<file path="config.mk">
export PLATFORM = sky130hd
export DESIGN_NAME = md5_stream_hasher
export DESIGN_NICKNAME = d
export VERILOG_FILES = /design/src/hw/rtl/md5sh_pkg.sv /design/src/hw/rtl/md5sh_ram.sv /design/src/hw/rtl/md5sh_dp.sv /design/src/hw/rtl/md5sh_ctrl.sv /design/src/hw/rtl/md5_stream_hasher.sv
export SDC_FILE = /design/constraint.sdc
export NUM_CORES = 2
export LEC_CHECK = 0
export BUFFER_PORTS_ARGS = -buffer_cell sky130_fd_sc_hd__buf_2
export CAP_MARGIN = 20
export CORE_AREA = 2 2 386 388
export CTS_CLUSTER_DIAMETER = 60
export DETAILED_ROUTE_END_ITERATION = 6
export DIE_AREA = 0 0 388 390
export GPL_TIMING_DRIVEN = 0
export PLACE_DENSITY = 0.59
export SETUP_SLACK_MARGIN = 0.05
export SLEW_MARGIN = 0
export SYNTH_ARGS = -nofsm -noshare
export SYNTH_HDL_FRONTEND = slang
export SYNTH_SLANG_ARGS = --single-unit
</file>
<file path="constraint.sdc">
create_clock -name clk_i -period 12.4 [get_ports clk_i]
set_input_delay 0.62 -clock clk_i [delete_from_list [all_inputs] [get_ports clk_i]]
set_output_delay 0.62 -clock clk_i [all_outputs]
set_load 0.03 [all_outputs]
</file>
<file path="src/hw/rtl/md5sh_pkg.sv">
// Package with the shared types, constants and step functions of the MD5 stream hasher.
`timescale 1ns / 1ps

package md5sh_pkg;

  localparam int unsigned MsgCountWidth = 61;
  localparam int unsigned WordAddrWidth = 4;
  localparam int unsigned WordCountWidth = 5;

  localparam logic [31:0] InitA = 32'h67452301;
  localparam logic [31:0] InitB = 32'hefcdab89;
  localparam logic [31:0] InitC = 32'h98badcfe;
  localparam logic [31:0] InitD = 32'h10325476;

  localparam logic [7:0] PadByte = 8'h80;
  // Highest fill that still leaves room for the length in the same block.
  localparam logic [5:0] LastShortFill = 6'd55;
  localparam logic [5:0] FullFill = 6'd63;
  localparam logic [3:0] LenLoWord = 4'd14;
  localparam logic [3:0] LenHiWord = 4'd15;
  localparam logic [WordCountWidth-1:0] LenLoCount = 5'd14;
  localparam logic [WordCountWidth-1:0] BlockWords = 5'd16;
  localparam logic [1:0] LastDigestWord = 2'd3;
  localparam logic [5:0] LastStep = 6'd63;

  typedef enum logic [3:0] {
    ST_IDLE,
    ST_PAD_HEAD,
    ST_PAD_ZERO,
    ST_LEN_LO,
    ST_LEN_HI,
    ST_CMP_LOAD,
    ST_CMP_STEP,
    ST_CMP_ADD,
    ST_OUT
  } ctrl_state_e;

  typedef enum logic [1:0] {
    RET_IDLE,
    RET_HEAD,
    RET_PAD2,
    RET_OUT
  } ret_e;

  typedef struct packed {
    logic take_byte;
    logic pad_head;
    logic pad_zero;
    logic len_lo;
    logic len_hi;
    logic wcnt_clr;
    logic cmp_load;
    logic cmp_step;
    logic cmp_add;
    logic out_next;
    logic finish;
  } dp_cmd_t;

  typedef struct packed {
    logic [5:0]                fill;
    logic [WordCountWidth-1:0] wcnt;
    logic                      step_last;
  } dp_sts_t;

  function automatic logic [31:0] step_const(input logic [5:0] i);
    logic [31:0] k;
    case (i)
      6'd0:  k = 32'hd76aa478;  6'd1:  k = 32'he8c7b756;
      6'd2:  k = 32'h242070db;  6'd3:  k = 32'hc1bdceee;
      6'd4:  k = 32'hf57c0faf;  6'd5:  k = 32'h4787c62a;
      6'd6:  k = 32'ha8304613;  6'd7:  k = 32'hfd469501;
      6'd8:  k = 32'h698098d8;  6'd9:  k = 32'h8b44f7af;
      6'd10: k = 32'hffff5bb1;  6'd11: k = 32'h895cd7be;
      6'd12: k = 32'h6b901122;  6'd13: k = 32'hfd987193;
      6'd14: k = 32'ha679438e;  6'd15: k = 32'h49b40821;
      6'd16: k = 32'hf61e2562;  6'd17: k = 32'hc040b340;
      6'd18: k = 32'h265e5a51;  6'd19: k = 32'he9b6c7aa;
      6'd20: k = 32'hd62f105d;  6'd21: k = 32'h02441453;
      6'd22: k = 32'hd8a1e681;  6'd23: k = 32'he7d3fbc8;
      6'd24: k = 32'h21e1cde6;  6'd25: k = 32'hc33707d6;
      6'd26: k = 32'hf4d50d87;  6'd27: k = 32'h455a14ed;
      6'd28: k = 32'ha9e3e905;  6'd29: k = 32'hfcefa3f8;
      6'd30: k = 32'h676f02d9;  6'd31: k = 32'h8d2a4c8a;
      6'd32: k = 32'hfffa3942;  6'd33: k = 32'h8771f681;
      6'd34: k = 32'h6d9d6122;  6'd35: k = 32'hfde5380c;
      6'd36: k = 32'ha4beea44;  6'd37: k = 32'h4bdecfa9;
      6'd38: k = 32'hf6bb4b60;  6'd39: k = 32'hbebfbc70;
      6'd40: k = 32'h289b7ec6;  6'd41: k = 32'heaa127fa;
      6'd42: k = 32'hd4ef3085;  6'd43: k = 32'h04881d05;
      6'd44: k = 32'hd9d4d039;  6'd45: k = 32'he6db99e5;
      6'd46: k = 32'h1fa27cf8;  6'd47: k = 32'hc4ac5665;
      6'd48: k = 32'hf4292244;  6'd49: k = 32'h432aff97;
      6'd50: k = 32'hab9423a7;  6'd51: k = 32'hfc93a039;
      6'd52: k = 32'h655b59c3;  6'd53: k = 32'h8f0ccc92;
      6'd54: k = 32'hffeff47d;  6'd55: k = 32'h85845dd1;
      6'd56: k = 32'h6fa87e4f;  6'd57: k = 32'hfe2ce6e0;
      6'd58: k = 32'ha3014314;  6'd59: k = 32'h4e0811a1;
      6'd60: k = 32'hf7537e82;  6'd61: k = 32'hbd3af235;
      6'd62: k = 32'h2ad7d2bb;  6'd63: k = 32'heb86d391;
      default: k = 32'h0;
    endcase
    return k;
  endfunction

  function automatic logic [4:0] rot_amount(input logic [5:0] i);
    logic [4:0] s;
    case ({i[5:4], i[1:0]})
      4'b0000: s = 5'd7;  4'b0001: s = 5'd12; 4'b0010: s = 5'd17; 4'b0011: s = 5'd22;
      4'b0100: s = 5'd5;  4'b0101: s = 5'd9;  4'b0110: s = 5'd14; 4'b0111: s = 5'd20;
      4'b1000: s = 5'd4;  4'b1001: s = 5'd11; 4'b1010: s = 5'd16; 4'b1011: s = 5'd23;
      4'b1100: s = 5'd6;  4'b1101: s = 5'd10; 4'b1110: s = 5'd15; 4'b1111: s = 5'd21;
      default: s = 5'd0;
    endcase
    return s;
  endfunction

  // Message word used by a step; the arithmetic wraps modulo 16.
  function automatic logic [3:0] word_sel(input logic [5:0] i);
    logic [3:0] ii;
    logic [3:0] g;
    ii = i[3:0];
    case (i[5:4])
      2'd0:    g = ii;
      2'd1:    g = 4'(ii * 4'd5 + 4'd1);
      2'd2:    g = 4'(ii * 4'd3 + 4'd5);
      2'd3:    g = 4'(ii * 4'd7);
      default: g = ii;
    endcase
    return g;
  endfunction

  function automatic logic [31:0] round_fn(input logic [1:0] rnd, input logic [31:0] b,
                                           input logic [31:0] c, input logic [31:0] d);
    logic [31:0] f;
    case (rnd)
      2'd0:    f = (b & c) | (~b & d);
      2'd1:    f = (b & d) | (c & ~d);
      2'd2:    f = b ^ c ^ d;
      2'd3:    f = c ^ (b | ~d);
      default: f = b ^ c ^ d;
    endcase
    return f;
  endfunction

endpackage

</file>
<file path="src/hw/rtl/md5sh_ram.sv">
// Generic single-port-write, single-port-read RAM with registered read data.
`timescale 1ns / 1ps

module md5sh_ram #(
  parameter int unsigned Width = 32,
  parameter int unsigned Depth = 16
) (
  input  logic                     clk_i,
  input  logic                     we_i,
  input  logic [$clog2(Depth)-1:0] waddr_i,
  input  logic [Width-1:0]         wdata_i,
  input  logic [$clog2(Depth)-1:0] raddr_i,
  output logic [Width-1:0]         rdata_o
);

  logic [Width-1:0] mem_q [Depth];
  logic [Width-1:0] rdata_q;

  always_ff @(posedge clk_i) begin
    if (we_i) begin
      mem_q[waddr_i] <= wdata_i;
    end
    rdata_q <= mem_q[raddr_i];
  end

  assign rdata_o = rdata_q;

endmodule

</file>
<file path="src/hw/rtl/md5sh_dp.sv">
// Datapath of the MD5 stream hasher: block store, byte count, chaining words and step logic.
`timescale 1ns / 1ps

module md5sh_dp
  import md5sh_pkg::*;
(
  input  logic        clk_i,
  input  logic        rst_ni,
  input  dp_cmd_t     cmd_i,
  output dp_sts_t     sts_o,
  input  logic [7:0]  data_byte_i,
  output logic [31:0] digest_word_o,
  output logic [1:0]  word_index_o,
  output logic        last_word_o
);

  logic [MsgCountWidth-1:0]  msg_q, msg_d;
  logic [WordCountWidth-1:0] wcnt_q, wcnt_d;
  logic [5:0]                step_q, step_d;
  logic [31:0]               wbuf_q, wbuf_d;
  logic [31:0]               chain_a_q, chain_b_q, chain_c_q, chain_d_q;
  logic [31:0]               chain_a_d, chain_b_d, chain_c_d, chain_d_d;
  logic [31:0]               wa_q, wb_q, wc_q, wd_q;
  logic [31:0]               wa_d, wb_d, wc_d, wd_d;

  logic [5:0]  fill;
  logic        ram_we;
  logic [3:0]  ram_waddr;
  logic [31:0] ram_wdata;
  logic [3:0]  ram_raddr;
  logic [31:0] ram_rdata;
  logic [31:0] head_word;
  logic [31:0] step_sum;
  logic [63:0] rot_wide;
  logic [5:0]  step_next;

  assign fill = msg_q[5:0];

  // Byte lane insert for the word being assembled.
  always_comb begin
    wbuf_d = wbuf_q;
    wbuf_d[8*fill[1:0] +: 8] = data_byte_i;
  end

  // Word holding the pad marker: bytes already taken, then 0x80, then zeros.
  always_comb begin
    for (int l = 0; l < 4; l++) begin
      if (2'(l) < fill[1:0]) begin
        head_word[8*l +: 8] = wbuf_q[8*l +: 8];
      end else if (2'(l) == fill[1:0]) begin
        head_word[8*l +: 8] = PadByte;
      end else begin
        head_word[8*l +: 8] = 8'h00;
      end
    end
  end

  always_comb begin
    ram_we    = 1'b0;
    ram_waddr = fill[5:2];
    ram_wdata = 32'h0;
    if (cmd_i.take_byte) begin
      ram_we    = 1'b1;
      ram_wdata = wbuf_d;
    end else if (cmd_i.pad_head) begin
      ram_we    = 1'b1;
      ram_wdata = head_word;
    end else if (cmd_i.pad_zero) begin
      ram_we    = 1'b1;
      ram_waddr = wcnt_q[3:0];
    end else if (cmd_i.len_lo) begin
      ram_we    = 1'b1;
      ram_waddr = LenLoWord;
      ram_wdata = {msg_q[28:0], 3'b000};
    end else if (cmd_i.len_hi) begin
      ram_we    = 1'b1;
      ram_waddr = LenHiWord;
      ram_wdata = msg_q[60:29];
    end
  end

  // The read address runs one step ahead to cover the registered read.
  assign step_next = cmd_i.cmp_load ? 6'd0 : 6'(step_q + 6'd1);
  assign ram_raddr = word_sel(step_next);

  md5sh_ram #(
    .Width(32),
    .Depth(16)
  ) u_block_ram (
    .clk_i  (clk_i),
    .we_i   (ram_we),
    .waddr_i(ram_waddr),
    .wdata_i(ram_wdata),
    .raddr_i(ram_raddr),
    .rdata_o(ram_rdata)
  );

  assign step_sum = wa_q + round_fn(step_q[5:4], wb_q, wc_q, wd_q) + ram_rdata
                  + step_const(step_q);
  assign rot_wide = {step_sum, step_sum} << rot_amount(step_q);

  always_comb begin
    msg_d     = msg_q;
    wcnt_d    = wcnt_q;
    step_d    = step_q;
    chain_a_d = chain_a_q;
    chain_b_d = chain_b_q;
    chain_c_d = chain_c_q;
    chain_d_d = chain_d_q;
    wa_d      = wa_q;
    wb_d      = wb_q;
    wc_d      = wc_q;
    wd_d      = wd_q;

    if (cmd_i.take_byte) begin
      msg_d = msg_q + MsgCountWidth'(1);
    end

    if (cmd_i.wcnt_clr) begin
      wcnt_d = '0;
    end else if (cmd_i.pad_head) begin
      wcnt_d = WordCountWidth'({1'b0, fill[5:2]} + 5'd1);
    end else if (cmd_i.pad_zero || cmd_i.out_next) begin
      wcnt_d = wcnt_q + WordCountWidth'(1);
    end

    if (cmd_i.cmp_load) begin
      step_d = '0;
      wa_d   = chain_a_q;
      wb_d   = chain_b_q;
      wc_d   = chain_c_q;
      wd_d   = chain_d_q;
    end else if (cmd_i.cmp_step) begin
      step_d = step_q + 6'd1;
      wa_d   = wd_q;
      wd_d   = wc_q;
      wc_d   = wb_q;
      wb_d   = wb_q + rot_wide[63:32];
    end

    if (cmd_i.cmp_add) begin
      chain_a_d = chain_a_q + wa_q;
      chain_b_d = chain_b_q + wb_q;
      chain_c_d = chain_c_q + wc_q;
      chain_d_d = chain_d_q + wd_q;
    end

    if (cmd_i.finish) begin
      msg_d     = '0;
      chain_a_d = InitA;
      chain_b_d = InitB;
      chain_c_d = InitC;
      chain_d_d = InitD;
    end
  end

  always_ff @(posedge clk_i or negedge rst_ni) begin
    if (!rst_ni) begin
      msg_q     <= '0;
      wcnt_q    <= '0;
      step_q    <= '0;
      chain_a_q <= InitA;
      chain_b_q <= InitB;
      chain_c_q <= InitC;
      chain_d_q <= InitD;
    end else begin
      msg_q     <= msg_d;
      wcnt_q    <= wcnt_d;
      step_q    <= step_d;
      chain_a_q <= chain_a_d;
      chain_b_q <= chain_b_d;
      chain_c_q <= chain_c_d;
      chain_d_q <= chain_d_d;
    end
  end

  always_ff @(posedge clk_i) begin
    if (cmd_i.take_byte) begin
      wbuf_q <= wbuf_d;
    end
    wa_q <= wa_d;
    wb_q <= wb_d;
    wc_q <= wc_d;
    wd_q <= wd_d;
  end

  always_comb begin
    case (wcnt_q[1:0])
      2'd0:    digest_word_o = chain_a_q;
      2'd1:    digest_word_o = chain_b_q;
      2'd2:    digest_word_o = chain_c_q;
      2'd3:    digest_word_o = chain_d_q;
      default: digest_word_o = chain_a_q;
    endcase
  end

  assign word_index_o = wcnt_q[1:0];
  assign last_word_o  = (wcnt_q[1:0] == LastDigestWord);

  assign sts_o.fill      = fill;
  assign sts_o.wcnt      = wcnt_q;
  assign sts_o.step_last = (step_q == LastStep);

endmodule

</file>
<file path="src/hw/rtl/md5sh_ctrl.sv">
// Controller state machine of the MD5 stream hasher.
`timescale 1ns / 1ps

module md5sh_ctrl
  import md5sh_pkg::*;
(
  input  logic    clk_i,
  input  logic    rst_ni,
  input  logic    in_valid_i,
  input  logic    byte_present_i,
  input  logic    end_of_message_i,
  output logic    in_ready_o,
  output logic    out_valid_o,
  input  logic    out_ready_i,
  input  dp_sts_t sts_i,
  output dp_cmd_t cmd_o
);

  ctrl_state_e state_q, state_d;
  ret_e        ret_q, ret_d;
  logic        two_q, two_d;

  logic in_fire;
  logic out_fire;
  logic pad_done;

  assign in_fire  = in_valid_i && (state_q == ST_IDLE);
  assign out_fire = out_ready_i && (state_q == ST_OUT);
  assign pad_done = two_q ? (sts_i.wcnt == BlockWords) : (sts_i.wcnt == LenLoCount);

  // Next state.
  always_comb begin
    state_d = state_q;
    ret_d   = ret_q;
    two_d   = two_q;
    case (state_q)
      ST_IDLE: begin
        if (in_fire) begin
          if (byte_present_i && (sts_i.fill == FullFill)) begin
            state_d = ST_CMP_LOAD;
            ret_d   = end_of_message_i ? RET_HEAD : RET_IDLE;
          end else if (end_of_message_i) begin
            state_d = ST_PAD_HEAD;
          end
        end
      end
      ST_PAD_HEAD: begin
        two_d   = (sts_i.fill > LastShortFill);
        state_d = ST_PAD_ZERO;
      end
      ST_PAD_ZERO: begin
        if (pad_done) begin
          if (two_q) begin
            state_d = ST_CMP_LOAD;
            ret_d   = RET_PAD2;
          end else begin
            state_d = ST_LEN_LO;
          end
        end
      end
      ST_LEN_LO: begin
        state_d = ST_LEN_HI;
      end
      ST_LEN_HI: begin
        state_d = ST_CMP_LOAD;
        ret_d   = RET_OUT;
      end
      ST_CMP_LOAD: begin
        state_d = ST_CMP_STEP;
      end
      ST_CMP_STEP: begin
        if (sts_i.step_last) begin
          state_d = ST_CMP_ADD;
        end
      end
      ST_CMP_ADD: begin
        case (ret_q)
          RET_IDLE: state_d = ST_IDLE;
          RET_HEAD: state_d = ST_PAD_HEAD;
          RET_PAD2: begin
            state_d = ST_PAD_ZERO;
            two_d   = 1'b0;
          end
          RET_OUT:  state_d = ST_OUT;
          default:  state_d = ST_IDLE;
        endcase
      end
      ST_OUT: begin
        if (out_fire && (sts_i.wcnt[1:0] == LastDigestWord)) begin
          state_d = ST_IDLE;
        end
      end
      default: state_d = ST_IDLE;
    endcase
  end

  // Outputs and datapath commands.
  always_comb begin
    cmd_o       = '0;
    in_ready_o  = 1'b0;
    out_valid_o = 1'b0;
    case (state_q)
      ST_IDLE: begin
        in_ready_o      = 1'b1;
        cmd_o.take_byte = in_fire && byte_present_i;
      end
      ST_PAD_HEAD: cmd_o.pad_head = 1'b1;
      ST_PAD_ZERO: cmd_o.pad_zero = !pad_done;
      ST_LEN_LO:   cmd_o.len_lo = 1'b1;
      ST_LEN_HI:   cmd_o.len_hi = 1'b1;
      ST_CMP_LOAD: cmd_o.cmp_load = 1'b1;
      ST_CMP_STEP: cmd_o.cmp_step = 1'b1;
      ST_CMP_ADD: begin
        cmd_o.cmp_add  = 1'b1;
        cmd_o.wcnt_clr = 1'b1;
      end
      ST_OUT: begin
        out_valid_o    = 1'b1;
        cmd_o.out_next = out_fire;
        cmd_o.finish   = out_fire && (sts_i.wcnt[1:0] == LastDigestWord);
      end
      default: begin
        cmd_o = '0;
      end
    endcase
  end

  always_ff @(posedge clk_i or negedge rst_ni) begin
    if (!rst_ni) begin
      state_q <= ST_IDLE;
      ret_q   <= RET_IDLE;
      two_q   <= 1'b0;
    end else begin
      state_q <= state_d;
      ret_q   <= ret_d;
      two_q   <= two_d;
    end
  end

endmodule

</file>
<file path="src/hw/rtl/md5_stream_hasher.sv">
// Top level of the MD5 stream hasher: byte stream in, four digest words out.
//
//   Channel   Direction  tdata              tuser              tlast
//   s_axis    in         data_byte [7:0]    byte_present       end_of_message
//   m_axis    out        digest_word [31:0] word_index [1:0]   last_word
//
// Transactions without end_of_message are taken one per cycle while idle.
// After the transaction that brings the sixty-fourth byte of a block, ready
// stays low while the shared round unit runs the 64 steps (a load state, one
// step per cycle, a state to fold into the chaining words).
// An end_of_message transaction costs the padding writes into the 16-word
// block RAM, one or two compressions and then four output transactions, one
// per cycle when the sink is ready.
// Reset is asynchronous and active low; it restores the initial vector and
// clears the byte count. The output holds its word while tready is low, and
// no input is taken until all four digest words have left.
`timescale 1ns / 1ps

module md5_stream_hasher
  import md5sh_pkg::*;
(
  input  logic        clk_i,
  input  logic        rst_ni,
  // Input stream.
  input  logic        s_axis_tvalid_i,
  output logic        s_axis_tready_o,
  input  logic [7:0]  s_axis_tdata_i,   // [7:0] data_byte
  input  logic        s_axis_tuser_i,   // [0] byte_present
  input  logic        s_axis_tlast_i,   // end_of_message
  // Digest stream.
  output logic        m_axis_tvalid_o,
  input  logic        m_axis_tready_i,
  output logic [31:0] m_axis_tdata_o,   // [31:0] digest_word
  output logic [1:0]  m_axis_tuser_o,   // [1:0] word_index
  output logic        m_axis_tlast_o    // last_word
);

  dp_cmd_t cmd;
  dp_sts_t sts;

  // The controller sequences byte intake, padding, compression and output.
  md5sh_ctrl u_ctrl (
    .clk_i           (clk_i),
    .rst_ni          (rst_ni),
    .in_valid_i      (s_axis_tvalid_i),
    .byte_present_i  (s_axis_tuser_i),
    .end_of_message_i(s_axis_tlast_i),
    .in_ready_o      (s_axis_tready_o),
    .out_valid_o     (m_axis_tvalid_o),
    .out_ready_i     (m_axis_tready_i),
    .sts_i           (sts),
    .cmd_o           (cmd)
  );

  // The datapath holds the block words, the byte count and the MD5 state.
  md5sh_dp u_dp (
    .clk_i        (clk_i),
    .rst_ni       (rst_ni),
    .cmd_i        (cmd),
    .sts_o        (sts),
    .data_byte_i  (s_axis_tdata_i),
    .digest_word_o(m_axis_tdata_o),
    .word_index_o (m_axis_tuser_o),
    .last_word_o  (m_axis_tlast_o)
  );

endmodule

</file>
==> results.md <==
- H-tree Lvls: 3
- Clock buffer depth: 3
- Clk sinks: 911
- Worst Setup End Kind: register
- Hold WS: 0.292 ns
- Final period util: 0.956
- Post-synth cell types: between 100 and 150
- Most used flip-flop cell after synthesis: edfxtp_1
- Syn Nets: 5,576
- Filler Cell Count: 13,900
- Mapped Cells: 5,266
- Initial antenna violation count: 9
- GRT Overall Usage: 0.279
- Arrival @ worst endpoint: 12.42 ns
- Setup CP Type: register to register
- CP max FO: 10
- Final setup vio count: 0
- Max Clk Rate: 84.3 MHz
- Unrepaired setup endpoints after global routing: no
- Number of synthesized flops with an enable pin: 672
- FF/Latch Area: 26,100 µm²
- Status: finished clean
- Die Height: 390 µm
- Min cycle time layout: 11.86 ns
- Total gr overflow: 0
- Die ar.: between 150,000 and 200,000 µm²
- Syn. warnings: 0
- Final WL: 215 mm
- Worst clock skew: 0.0810 ns
- DRC violations left: 0
- Hold Crit Class: input pin to register
- Average size of a mapped cell: around 11 µm²
- Hpwl dp: 162 mm
- CORE AREA: 147,000 µm²
- Port bufs: 50
- Clock transition at the registers of the reported paths: 0.06 ns
- Hold Vio Cnt, Final: 0
- Die width: 388 µm
- TritonCTS Buffers: 102
- Area of the multi-input gates: about 28,000 µm²
- Fraction of registers with async set/reset: 0.227
- Syn-to-layout area delta: 13.2%
- Routed vias/inst: just over 6
- Maxcap violations: 0
- Pin count of the biggest net entering global routing: between 100 and 150
- Global-route wire length before repair: just over 300 mm
- RePlAce Congestion: 0.980
- Clk root buf: clkbuf_16
- Site Rows: roughly 140
- Clk Latency, worst-skew pair: approximately 0.76 ns
- DR WL/cell: 28.7 µm
- ANT nets after route: 0
- Worst Setup Start Kind: register
- Mapped Area: 55,700 µm²
- Slew headroom: 0.177
- Io pins: 51
- Worst path max stage delay: 0.95 ns
- First-pass DRT Iterations: 6
- Share of cells above drive strength 1: 0.117
- CP max stage cell: clkbuf_1
- Pre-CTS setup slack: 0.00753 ns
- Initial Util: 0.378
- Vias: 45,600
- Worst-Margin Slew: between 1 and 1.5 ns
- Top cell by count, worst path: fa_1
- Synthesized flop and latch total: 911
- CTS tree: yes
- Max-slew violation count: 0
- Net count reported at finish: 5,790
- Starting DRT DRC Count: 5,640
- Post-synthesis sequential area ratio: 0.469
- Vias in the first global route: 43,200
- CP Data Required Time: 12.96 ns
- Setup WS post-layout: between 0.5 and 0.6 ns
## routing by layer
| layer | GRT usage | routed length, µm |
|---|---|---|
| met3 | 0.0502 | 18900 |
| met2 | 0.439 | 97100 |
| met1 | 0.373 | 87500 |
| met5 | 0 | 32 |
| met4 | 0.131 | 11700 |
## repair_timing
item / 4_1_cts / 5_1_grt
resized for setup: 1 / 23
cloned: 0 / 0
hold buffers: 1 / 0
setup endpoints to repair: 4 / 9
setup buffers: 0 / 4
endpoints found under the hold margin: 25 / 0
## area by class of cell
cell class              instances  share of cell area
diodes                          2           0.0000794
plain buffers                 269              0.0179
clock buffers                 131              0.0432
clock inverters                60              0.0133
inverters                     292              0.0175
multi-input cells            3794               0.437
flip-flops and latches        911               0.414
well taps                    1930              0.0383
repair buffers                110              0.0185
## synthesized netlist by cell type, types with 16 or more instances
| master | n | area, µm² |
|---|---|---|
| a211oi_1 | 75 | 563 |
| a21o_1 | 97 | 728 |
| a21oi_1 | 358 | 1790 |
| a22oi_1 | 50 | 375 |
| a31oi_1 | 71 | 444 |
| and3_1 | 43 | 269 |
| buf_1 | 35 | 131 |
| buf_2 | 33 | 165 |
| clkbuf_1 | 184 | 691 |
| dfrtp_1 | 143 | 3580 |
| dfstp_2 | 64 | 1680 |
| dfxtp_1 | 32 | 641 |
| edfxtp_1 | 672 | 20200 |
| fa_1 | 69 | 1380 |
| ha_1 | 227 | 2840 |
| inv_1 | 288 | 1080 |
| mux2_2 | 16 | 180 |
| mux2i_1 | 127 | 1270 |
| mux4_2 | 172 | 3870 |
| nand2_1 | 707 | 2650 |
| nand2b_1 | 43 | 269 |
| nand3_1 | 99 | 495 |
| nand4_1 | 38 | 238 |
| nor2_1 | 342 | 1280 |
| nor2b_1 | 55 | 344 |
| nor3_1 | 98 | 490 |
| o211ai_1 | 30 | 225 |
| o21a_1 | 38 | 285 |
| o21ai_0 | 414 | 2070 |
| o21bai_1 | 19 | 143 |
| o31ai_1 | 30 | 225 |
| or3_1 | 31 | 194 |
| xnor2_1 | 127 | 1110 |
| xor2_1 | 104 | 911 |
## flip-flops by register name, summed over array words and instances (netlist names), 5 cells and up
register                  cells
u_dp.msg_q                   61
u_dp.wcnt_q                   5
u_dp.chain_a_q               32
u_dp.u_block_ram.mem_q      512
u_dp.wa_q                    32
u_dp.chain_d_q               32
u_dp.chain_c_q               32
u_dp.step_q                   6
u_dp.wb_q                    32
u_dp.chain_b_q               32
u_dp.u_block_ram.rdata_o     32
u_dp.wbuf_q                  32
u_dp.wc_q                    32
u_dp.wd_q                    32
## path summary, 6_finish.rpt
path / start / endpoint / slack [ns] / cells after the start
max reg2reg: u_dp.step_q[5] / u_dp.wb_q[28] / 0.54 / 34
min in group asynchronous: rst_ni / u_dp.chain_d_q[8] / 0.38 / 2
max in group asynchronous: rst_ni / u_dp.msg_q[15] / 10.67 / 4
max: u_dp.step_q[5] / u_dp.wb_q[28] / 0.54 / 34
min reg2reg: u_dp.chain_c_q[14] / u_dp.chain_c_q[14] / 0.52 / 2
min: s_axis_tlast_i / u_ctrl.ret_q[0] / 0.29 / 3
## through the flow
step           instance area, µm²  TNS (ns)  utilization  instances
2_1_floorplan               55700         0            -       5266
3_3_place_gp                58300    -0.455        0.396       7246
3_5_place_dp                59300         0        0.403       7295
4_1_cts                     62900         0        0.427       7487
5_1_grt                     63000         0        0.428       7497
6_report                    63000         0        0.428       7499
## critical path: cells and delay by family, from the launching register on
kind,cells,cell delay [ns]
adders and majority gates,6,2.50
DFF,1,0.32
muxes,1,0.38
xor gates and xnor gates,1,0.45
and+or+nand+nor,3,0.43
AOI/OAI and AO/OA,17,4.95
buffers and inverters,6,2.59
## cells by family after synthesis
family | synth area share
AO/OA/AOI/OAI | 0.158
flip-flops | 0.469
AND/OR/NAND/NOR | 0.126
buffers and inverters | 0.0396
adder cells (fa/ha/maj) | 0.0758
multiplexers | 0.0957
XOR/XNOR | 0.0363
## cell usage in the layout, fill, tap and decap left out, types with 99 or more instances in the layout
cell       instances
a21oi_1          357
clkbuf_1         199
clkbuf_16        102
dfrtp_1          141
edfxtp_1         672
ha_1             227
inv_1            287
mux2i_1          127
mux4_2           172
nand2_1          706
nand3_1           99
nor2_1           325
o21ai_0          412
xnor2_1          127
xor2_1           104
Power is not shown: default switching activity piles up to over one toggle a cycle in this logic, so the estimate is an artifact.
